**config.mk**
```make
export PLATFORM = sky130hd
export DESIGN_NAME = pfba_word_unit
export DESIGN_NICKNAME = d
export VERILOG_FILES = /design/src/hw/rtl/pfba_pkg.sv /design/src/hw/rtl/pfba_word_unit.sv
export SDC_FILE = /design/constraint.sdc
export NUM_CORES = 1
export LEC_CHECK = 0
export BUFFER_PORTS_ARGS = -buffer_cell sky130_fd_sc_hd__clkbuf_2
export CAP_MARGIN = 0
export CORE_MARGIN = 3
export CORE_UTILIZATION = 55
export DETAILED_ROUTE_END_ITERATION = 7
export PLACE_DENSITY = 0.8
export SLEW_MARGIN = 0
export SYNTH_ARGS = -nofsm -noshare
export SYNTH_HDL_FRONTEND = slang
export SYNTH_SLANG_ARGS = --single-unit
```
**constraint.sdc**
```tcl
create_clock -name vclk -period 26
set_input_delay 2.6 -clock vclk [all_inputs]
set_output_delay 2.6 -clock vclk [all_outputs]
set_load 0.02 [all_outputs]
```
**src/hw/rtl/pfba_pkg.sv**
```systemverilog
// Types and constants of the bitmap page frame allocator.
// No dependencies; used by the word unit, the core, the checker and the testbench.
package pfba_pkg;

  localparam int WORD_BITS   = 8;
  localparam int PG_W        = 21;
  localparam int WIDX_W      = PG_W - 3;
  localparam int CNT_W       = 13;
  localparam int ADDR_W      = 32;
  localparam int PAGE_SHIFT  = 12;
  localparam int CHG_W       = 4;
  localparam int IN_TDATA_W  = 48;
  localparam int OUT_TDATA_W = 48;
  localparam logic [CNT_W-1:0] MANAGED_RESET = 13'd4096;

  typedef enum logic [1:0] {
    OP_MARK  = 2'd0,
    OP_FREE  = 2'd1,
    OP_QUERY = 2'd2,
    OP_ALLOC = 2'd3
  } op_t;

  typedef enum logic [2:0] {
    ST_CLEAR,
    ST_IDLE,
    ST_RD,
    ST_EVAL,
    ST_DONE
  } state_t;

  typedef struct packed {
    logic [WORD_BITS-1:0] new_word;
    logic [CHG_W-1:0]     chg_cnt;
    logic [CNT_W-1:0]     run;
    logic                 hit;
    logic [PG_W-1:0]      first;
    logic                 at_end;
  } word_res_t;

endpackage

```
**src/hw/rtl/pfba_word_unit.sv**
```systemverilog
// Shared word evaluator: run masking, bit update, changed-bit count and
// first-fit run tracking over one 8-page map word. Depends on pfba_pkg.
module pfba_word_unit (
  input  logic [pfba_pkg::WIDX_W-1:0]    word_idx,
  input  logic [pfba_pkg::WORD_BITS-1:0] rd_data,
  input  logic                           set_bits,
  input  logic [pfba_pkg::PG_W-1:0]      start_pg,
  input  logic [pfba_pkg::PG_W-1:0]      end_pg,
  input  logic [pfba_pkg::PG_W-1:0]      lim,
  input  logic [pfba_pkg::CNT_W-1:0]     run_in,
  input  logic [pfba_pkg::CNT_W-1:0]     need,
  output pfba_pkg::word_res_t            res
);
  import pfba_pkg::*;

  logic [WORD_BITS-1:0] mask;
  logic [WORD_BITS-1:0] in_lim;
  logic [WORD_BITS-1:0] changed;
  logic [CNT_W-1:0]     run;
  logic                 hit;
  logic [2:0]           hit_pos;
  logic [CHG_W-1:0]     chg;
  logic [PG_W-1:0]      next_base;

  // Per-page range tests are independent of each other.
  always_comb begin
    logic [PG_W-1:0] p;
    for (int j = 0; j < WORD_BITS; j++) begin
      p         = {word_idx, 3'(j)};
      mask[j]   = (p >= start_pg) && (p < end_pg);
      in_lim[j] = (p < lim);
    end
  end

  assign changed = set_bits ? (mask & ~rd_data) : (mask & rd_data);

  always_comb begin
    chg = '0;
    for (int j = 0; j < WORD_BITS; j++) begin
      chg = chg + CHG_W'(changed[j]);
    end
  end

  // Free-run counter carried across the word, stopping at the first fit.
  always_comb begin
    run     = run_in;
    hit     = 1'b0;
    hit_pos = '0;
    for (int j = 0; j < WORD_BITS; j++) begin
      if (!hit && in_lim[j]) begin
        if (rd_data[j]) begin
          run = '0;
        end else begin
          run = run + 1'b1;
          if (run == need) begin
            hit     = 1'b1;
            hit_pos = 3'(j);
          end
        end
      end
    end
  end

  assign next_base = {word_idx, 3'b000} + PG_W'(WORD_BITS);

  always_comb begin
    res.new_word = set_bits ? (rd_data | mask) : (rd_data & ~mask);
    res.chg_cnt  = chg;
    res.run      = run;
    res.hit      = hit;
    res.first    = {word_idx, hit_pos} + PG_W'(1) - PG_W'(need);
    res.at_end   = (next_base >= lim);
  end

endmodule

```
==> metrics <==
status=complete, no violations; unrepaired setup endpoints after global routing=false; Multi-input gate area=11,790 µm²; Final Critical Period=23.58 ns; Post-CTS Hold Buffers=0; # IOs=164; Die H=158.3 µm; CTS resizes=0; Overall Global Routing Usage=35.84%; most used cell, CP=a21oi_1; die extent in x=158.3 µm; Worst Path Buf+Inv=7; max-slew violations=0; Area Growth Syn to Fin=5.993%; synth top area cells=ha_1 12%, xnor2_1 10%, a21oi_1 4.2%; critical path peak fanout=16; worst slew pin tran=1.214 ns; largest net degree at the start of global routing=30; nets@finish=2,153; drt pass-1 iters=8; Hold Vio Cnt, Final=0; syn avg cell area=6.959 µm²; Syn Std Cell Area=12,760 µm²; wire length per cell=21.73 µm; post-synth top area cell=ha_1; number of remaining DRC errors=0; fill count=2,195; effective utilization at floorplan=56.17%; post-DP HPWL=37,820 µm; fmax=42.41 MHz; critical path's slowest cell=or4_1; Port Buf Inserts=164; gate count after technology mapping=1,833; kind of critical path=input pin to output port; Core Box Area=22,710 µm²; Slew HR=18.88%; Vias=15,690; Netlist cell types=129; DRT Wirelength=47,600 µm; Worst EP required=23.40 ns; Antenna Nets Post-Route=0; Vias/cell=7.161; layout cells sized above 1=15.17%; Crit path arrival time=20.98 ns; Synthesis Warnings=0; global placer's final weighted congestion=1.027; global-route wire length before repair=73,610 µm; TNS Setup=0 ns; maxcap violations=0; Seq cells=0; crit end category=output port; Yosys top cell area share=12.26%; final worst path period share=90.69%; crit-path leading delay family=compound AO/OA/AOI/OAI gates; worst min path class=input pin to output port; initial DRC count=1,818; die area=25,060 µm²; sequential area share after synthesis=0%; Clock buffer cells=0; Synthesized Nets=2,079; antenna violations before repair=0; endpoints failing setup=0; row count=55; Worst path max stage delay=0.97 ns; startpoint types=input pin; GRT overflow=0; FF+latch area=0 µm²; Post-CTS Setup Inserts=0; vias in the first global route=13,890
==> through the flow <==
| stage | instances | util (%) | hold WS [ns] | instance area (µm²) | setup WS, ns |
|---|---|---|---|---|---|
| 5_1_grt | 2190 | 59.53 | 5.785 | 13520 | 1.239 |
| 6_report | 2191 | 59.54 | 5.746 | 13520 | 2.420 |
| 4_1_cts | 2190 | 59.53 | 5.738 | 13520 | 2.858 |
| 3_3_place_gp | 2190 | 59.53 | 5.736 | 13520 | 3.084 |
| 2_1_floorplan | 1833 | - | 5.391 | 12760 | 6.500 |
| 3_5_place_dp | 2190 | 59.53 | 5.737 | 13520 | 2.955 |
==> layout by cell type (no fill, tap or decap), types with 19 or more instances in the layout <==
| cell type | n |
|---|---|
| a211oi_1 | 28 |
| or3_1 | 19 |
| clkbuf_2 | 164 |
| nand3_1 | 92 |
| nand2_1 | 111 |
| nor2b_1 | 19 |
| o21ai_0 | 70 |
| xor2_1 | 21 |
| nor3_1 | 62 |
| o211ai_1 | 34 |
| a31oi_1 | 26 |
| and3_1 | 37 |
| nand4_1 | 49 |
| xnor2_1 | 151 |
| nor2_1 | 110 |
| inv_1 | 113 |
| nand2b_1 | 30 |
| or4_1 | 24 |
| a21oi_1 | 106 |
| a21o_1 | 34 |
| nor4_1 | 32 |
| ha_1 | 125 |
==> kinds of logic (layout without fill, tap and decap cells) <==
group / after synthesis / after routing / share of synthesized area (%)
AO/OA/AOI/OAI: 563 / 563 / 32.67
XOR/XNOR: 179 / 179 / 12.90
adder cells (fa/ha/maj): 130 / 130 / 13.05
buffers and inverters: 227 / 299 / 7.592
multiplexers: 27 / 27 / 2.236
other: 0 / 1 / 0
AND/OR/NAND/NOR: 707 / 707 / 31.55
==> layout make-up <==
class                           count  share of cell area [%]
Multi-Input combinational cell   1606                   87.22
Timing Repair Buffer              175                   6.681
Inverter                          124                   3.443
Tap cell                          285                   2.637
Antenna cell                        1                 0.01851
==> layer usage <==
layer	global-route usage, %	vias up	share of wire (%)
met4	18.27	0	6.2
li1	-	7132	-
met1	47.20	7202	39
met5	0	-	0
met3	5.627	216	12
met2	56.69	1139	43
==> worst paths after layout <==
path | depth (start not counted) | from | endpoint
setup / recovery | 67 | word_idx[0] | res[20]
hold / removal | 4 | word_idx[17] | res[21]
==> Yosys cell counts (12+ instances only) <==
| master | number |
|---|---|
| mux2_2 | 12 |
| nand3_1 | 92 |
| and4_1 | 17 |
| xnor2_1 | 151 |
| or3_1 | 19 |
| ha_1 | 125 |
| nand2_1 | 111 |
| a21o_1 | 34 |
| a31oi_1 | 26 |
| and3_1 | 37 |
| buf_2 | 25 |
| mux2i_1 | 15 |
| nor4_1 | 32 |
| o21bai_1 | 18 |
| inv_1 | 113 |
| nor2b_1 | 19 |
| clkbuf_1 | 47 |
| nor2_1 | 110 |
| o21ai_0 | 70 |
| a21oi_1 | 106 |
| o21ai_1 | 18 |
| or4_1 | 24 |
| o211ai_1 | 34 |
| o31ai_1 | 14 |
| a211oi_1 | 28 |
| nor3_1 | 63 |
| buf_4 | 16 |
| o22ai_1 | 18 |
| xor2_1 | 21 |
| and2_1 | 18 |
| o21a_1 | 13 |
| nand4_1 | 49 |
| o211a_1 | 12 |
| nand2b_1 | 30 |
