File: src/hw/rtl/pfba_ram.sv
// Generic simple dual-port RAM with registered read.
// No dependencies; holds the allocation map words.
module pfba_ram #(
  parameter int WIDTH = 8,
  parameter int DEPTH = 512
) (
  input  logic                                      clk,
  input  logic                                      wr_en,
  input  logic [(DEPTH > 1 ? $clog2(DEPTH) : 1)-1:0] wr_addr,
  input  logic [WIDTH-1:0]                          wr_data,
  input  logic                                      rd_en,
  input  logic [(DEPTH > 1 ? $clog2(DEPTH) : 1)-1:0] rd_addr,
  output logic [WIDTH-1:0]                          rd_data
);

  logic [WIDTH-1:0] mem [DEPTH];

  always_ff @(posedge clk) begin
    if (wr_en) begin
      mem[wr_addr] <= wr_data;
    end
    if (rd_en) begin
      rd_data <= mem[rd_addr];
    end
  end

endmodule

File: config.mk
export PLATFORM = sky130hd
export DESIGN_NAME = pfba_ram
export DESIGN_NICKNAME = d
export VERILOG_FILES = /design/src/hw/rtl/pfba_ram.sv
export SDC_FILE = /design/constraint.sdc
export NUM_CORES = 2
export LEC_CHECK = 0
export BUFFER_PORTS_ARGS = -buffer_cell sky130_fd_sc_hd__buf_4
export CORE_MARGIN = 1
export CORE_UTILIZATION = 65
export CTS_CLUSTER_DIAMETER = 60
export DETAILED_ROUTE_END_ITERATION = 6
export PLACE_DENSITY = 0.81
export SLEW_MARGIN = 10
export SYNTH_ARGS = -nofsm -noshare
export SYNTH_HDL_FRONTEND = slang
export SYNTH_SLANG_ARGS = --single-unit
File: constraint.sdc
create_clock -name clk -period 4.3 [get_ports clk]
set_clock_uncertainty 0.2 [all_clocks]
set_input_delay 0.645 -clock clk [delete_from_list [all_inputs] [get_ports clk]]
set_output_delay 0.645 -clock clk [all_outputs]
set_load 0.02 [all_outputs]
==> impl_metrics.py <==
metrics = {
    "power_and_ir_drop": {
        "total_power_w": 0.08239,
        "static-leakage-power_nw": 57.75,
        "vdd_ir_drop_max_v": 0.0005111,
        "power_density_mw_per_mm2": 459.1,
    },
    "finish": {
        "drive_above_1_share": 0.2071,
        "areaGrowthSynthToFinish_pct": 12.14,
        "layout.core_utilization": 0.7357,
        "finalNonFillerCells": 12016,
        "num-nets-final": 8529,
    },
    "floorplan": {
        "floorplan.initialDensity": 0.6560,
        "floorplan.die_area_sq_mm": 0.2482,
        "dieWidth_um": 498.2,
        "die_height_um": 498.2,
        "coreArea_sq_mm": 0.2439,
        "core_rows": 181,
        "boundaryPins": 37,
    },
    "detailed_routing": {
        "wire_per_inst_um": 36.22,
        "pre_antenna_drt_iters": 7,
        "wl_mm": 435.3,
        "detailedRoute.firstIterationViolations": 16116,
        "detail-route-antenna-nets": 0,
        "drt-vias-per-instance": 7.407,
        "drc": 68,
        "detailroute.via_count": 88997,
    },
    "synthesis": {
        "yosysSeqAreaShare": 0.7702,
        "syn_area_per_cell_sq_um": 19.93,
        "synth_warnings": 0,
        "ys_ff_latch": 4104,
        "combinational_family_with_the_most_area_after_synthesis": "multiplexers",
        "synth_compound_area_frac": 0.04311,
        "synth.lib_cells_used.distinct": 50,
        "synthesis.area_sq_mm": 0.1600,
        "synthSimpleGateAreaFrac": 0.02630,
        "synth.area.mux_share": 0.1419,
        "synth_cells": 8030,
        "synth_nets": 8059,
        "post_synth_fa_ha_maj_area_fraction": 0,
        "post_synth_xor_area_fraction": 0,
    },
    "outcome": {
        "outcome": "complete, but fails checks",
        "violations_in_the_final_reports": "DRC, hold timing",
    },
    "clock_tree": {
        "cts-root-to-sink-buffers": 4,
        "numClockSinks": 4104,
        "htree_levels": 5,
        "cts_buffers": 396,
        "tritoncts": "done",
        "cts.reportedPaths.clkPinSlew_ps": 70,
        "post-cts-setup-buffers": 0,
        "clkLatencyLatePin_ps": 1020,
        "clk_root_buffer_cell": "sky130_fd_sc_hd__clkbuf_16",
    },
    "critical_path": {
        "timing.critical_path.from": "rd_addr[0]",
        "required_time_of_the_critical_path_ps": 4830,
        "cp_max_fanout": 31,
        "data_arrival_time_of_the_critical_path_ps": 4390,
        "setup.worst_path.start_class": "input port",
        "critical_path.reg2reg.startpoint": "mem[434][0]",
        "worst_setup_path_type": "input port to flop",
        "endpoint_kind": "flop",
    },
    "placement": {
        "pre_cts_setup_slack_ps": -374.7,
        "number_of_cells_in_the_design_after_placement": 11297,
        "place.gp.congestion": 0.9552,
        "portBuffers": 36,
        "hpwlAfterDp_mm": 250.3,
    },
    "flow_run": {
        "timing.max_cap.violations": 0,
    },
    "hold_path": {
        "beginning_of_the_worst_hold_path": "wr_data[4]",
        "min_path_type": "input port to flop",
    },
    "timing": {
        "fin_crit_ps": 3853,
        "aggregate_negative_setup_slack_ps": 0,
        "max_freq_mhz": 259.5,
        "relSlewSlack": 0.07686,
        "final-setup-viol-count": 0,
        "drv_slew": 0,
        "period_share": 0.8960,
        "worst_slack_ps": 447.1,
        "tightestPinTransition_ps": 1370,
        "final.hold.worst_slack_ps": -3.018,
        "timing.final.hold_violations": 1,
        "grt_setup_unrepaired": "false",
    },
    "grt": {
        "total_overflow_reported_by_the_global_router": 0,
        "first_pass_grt_wire_length_mm": 622.0,
        "antenna_violations_before_repair": 18,
        "grt_pass1_vias": 88311,
        "grt_start_max_net_pins": 137,
        "global_route.usage.total": 0.3511,
    },
}
sequential cells by signal, indices dropped and copies added (netlist names):
signal	cells
mem	4096
rd_data	8
synthesized netlist by cell type, drive strengths merged:
| cell | n | area [sq um] |
|---|---|---|
| o22ai | 163 | 1020 |
| o311a | 1 | 10.01 |
| nand3 | 36 | 180.2 |
| nor2b | 6 | 37.54 |
| or3 | 6 | 37.54 |
| or2 | 5 | 31.28 |
| nand2 | 111 | 416.7 |
| and2 | 20 | 125.1 |
| o221ai | 372 | 3264 |
| nor4b | 1 | 15.01 |
| nand3b | 1 | 7.510 |
| a2111oi | 3 | 26.28 |
| nand2b | 4 | 25.02 |
| nor3b | 8 | 60.06 |
| mux2i | 797 | 7978 |
| nor4 | 36 | 225.2 |
| and3 | 4 | 25.02 |
| o211ai | 2 | 15.01 |
| a31oi | 2 | 12.51 |
| o41ai | 7 | 61.31 |
| a22o | 5 | 43.79 |
| mux4 | 654 | 14730 |
| o22a | 3 | 26.28 |
| clkbuf | 265 | 994.7 |
| a211oi | 17 | 127.6 |
| buf | 248 | 1951 |
| and3b | 4 | 35.03 |
| o311ai | 6 | 52.55 |
| a211o | 2 | 17.52 |
| edfxtp | 4104 | 123200 |
| nor3 | 109 | 545.5 |
| nand4 | 32 | 200.2 |
| o2111a | 8 | 90.09 |
| a22oi | 61 | 457.9 |
| a21oi | 194 | 970.9 |
| a221oi | 1 | 8.760 |
| o31ai | 13 | 97.59 |
| inv | 3 | 11.26 |
| nor2 | 597 | 2241 |
| o21ai | 119 | 595.6 |
metrics by stage:
step                area [sq um]  hold WS (ps)
global route              179400         15.94
CTS                       179400         16.85
floorplan                 160000         543.9
detailed placement        166900         834.5
global placement          166900         829.8
finish                    179400        -3.018
worst max-delay path, stage by stage:
cell and delay (ps):
sky130_fd_sc_hd__buf_16 310, sky130_fd_sc_hd__buf_12 310, sky130_fd_sc_hd__buf_4 260, sky130_fd_sc_hd__mux4_2 580, sky130_fd_sc_hd__mux4_2 560, sky130_fd_sc_hd__nor4_1 980, sky130_fd_sc_hd__nor4_1 340, sky130_fd_sc_hd__o2111a_1 290
power breakdown:
part | internal (W) | leakage (nW) | total [W] | switching (W)
sequential | 0.0441 | 36.9 | 0.0441 | 0.0000374
combinational | 0.00137 | 14.8 | 0.00424 | 0.00287
clock | 0.0192 | 6.06 | 0.0341 | 0.0149
total | 0.0646 | 57.7 | 0.0824 | 0.0178
logic make-up after synthesis:
family / after synthesis
buffers and inverters: 516
flip-flops: 4104
AO/OA/AOI/OAI: 979
multiplexers: 1451
AND/OR/NAND/NOR: 980
placed cells by master (no fill, tap or decap), types with 5 or more instances in the layout:
master                          instances
sky130_fd_sc_hd__nand2_1               98
sky130_fd_sc_hd__o41ai_1                5
sky130_fd_sc_hd__clkinv_4               5
sky130_fd_sc_hd__o22ai_1              163
sky130_fd_sc_hd__nand4_1               32
sky130_fd_sc_hd__dlygate4sd3_1          7
sky130_fd_sc_hd__and2_1                19
sky130_fd_sc_hd__buf_12                95
sky130_fd_sc_hd__o21ai_0              118
sky130_fd_sc_hd__nor4_1                31
sky130_fd_sc_hd__nor4_2                 5
sky130_fd_sc_hd__bufinv_16             35
sky130_fd_sc_hd__o311ai_0               5
sky130_fd_sc_hd__clkinv_2              76
sky130_fd_sc_hd__a211oi_1              17
sky130_fd_sc_hd__nor3b_1                7
sky130_fd_sc_hd__o2111a_1               8
sky130_fd_sc_hd__a22oi_1               61
sky130_fd_sc_hd__nand2_4               12
sky130_fd_sc_hd__mux2i_1              797
sky130_fd_sc_hd__diode_2                7
sky130_fd_sc_hd__mux4_2               654
sky130_fd_sc_hd__nor2_1               595
sky130_fd_sc_hd__inv_6                  8
sky130_fd_sc_hd__a22o_1                 5
sky130_fd_sc_hd__or3_1                  6
sky130_fd_sc_hd__clkbuf_16            403
sky130_fd_sc_hd__nand3_1               32
sky130_fd_sc_hd__clkbuf_1              56
sky130_fd_sc_hd__buf_4                471
sky130_fd_sc_hd__o31ai_1               13
sky130_fd_sc_hd__clkinvlp_4            21
sky130_fd_sc_hd__buf_8                  9
sky130_fd_sc_hd__a21oi_1              194
sky130_fd_sc_hd__edfxtp_1            4104
sky130_fd_sc_hd__o221ai_1             371
sky130_fd_sc_hd__clkinv_1              99
sky130_fd_sc_hd__nor3_1               109
area by class of cell:
class / count / area, sq um
fillers: 12344 / 64470
multi-input cells: 3410 / 34030
repair buffers: 585 / 5695
flip-flops and latches: 4104 / 123200
clock inverters: 246 / 2135
diodes: 7 / 17.52
clock buffers: 459 / 10290
inverters: 3 / 18.77
well taps: 3202 / 4006
per-layer routing:
| layer | global-route usage | wire [um] |
|---|---|---|
| met4 | 0.1863 | 27950 |
| met2 | 0.5353 | 200800 |
| met3 | 0.08961 | 63940 |
| met5 | 0 | 124 |
| met1 | 0.4729 | 142500 |
path summary, 6_finish.rpt:
check / cells after the start / slack, ps / endpoint
setup / recovery: 8 / 450 / rd_data[0]
hold / removal: 1 / -3 / mem[393][4]
setup reg to reg: 5 / 750 / rd_data[0]
hold reg to reg: 4 / 1090 / rd_data[5]
repair_timing:
item	4_1_cts	5_1_grt
hold buffers	7	0
resized for setup	0	0
hold endpoints to repair	240	0
endpoints found under the setup margin	0	0
No activity file was read; power rests on OpenSTA's default activity.
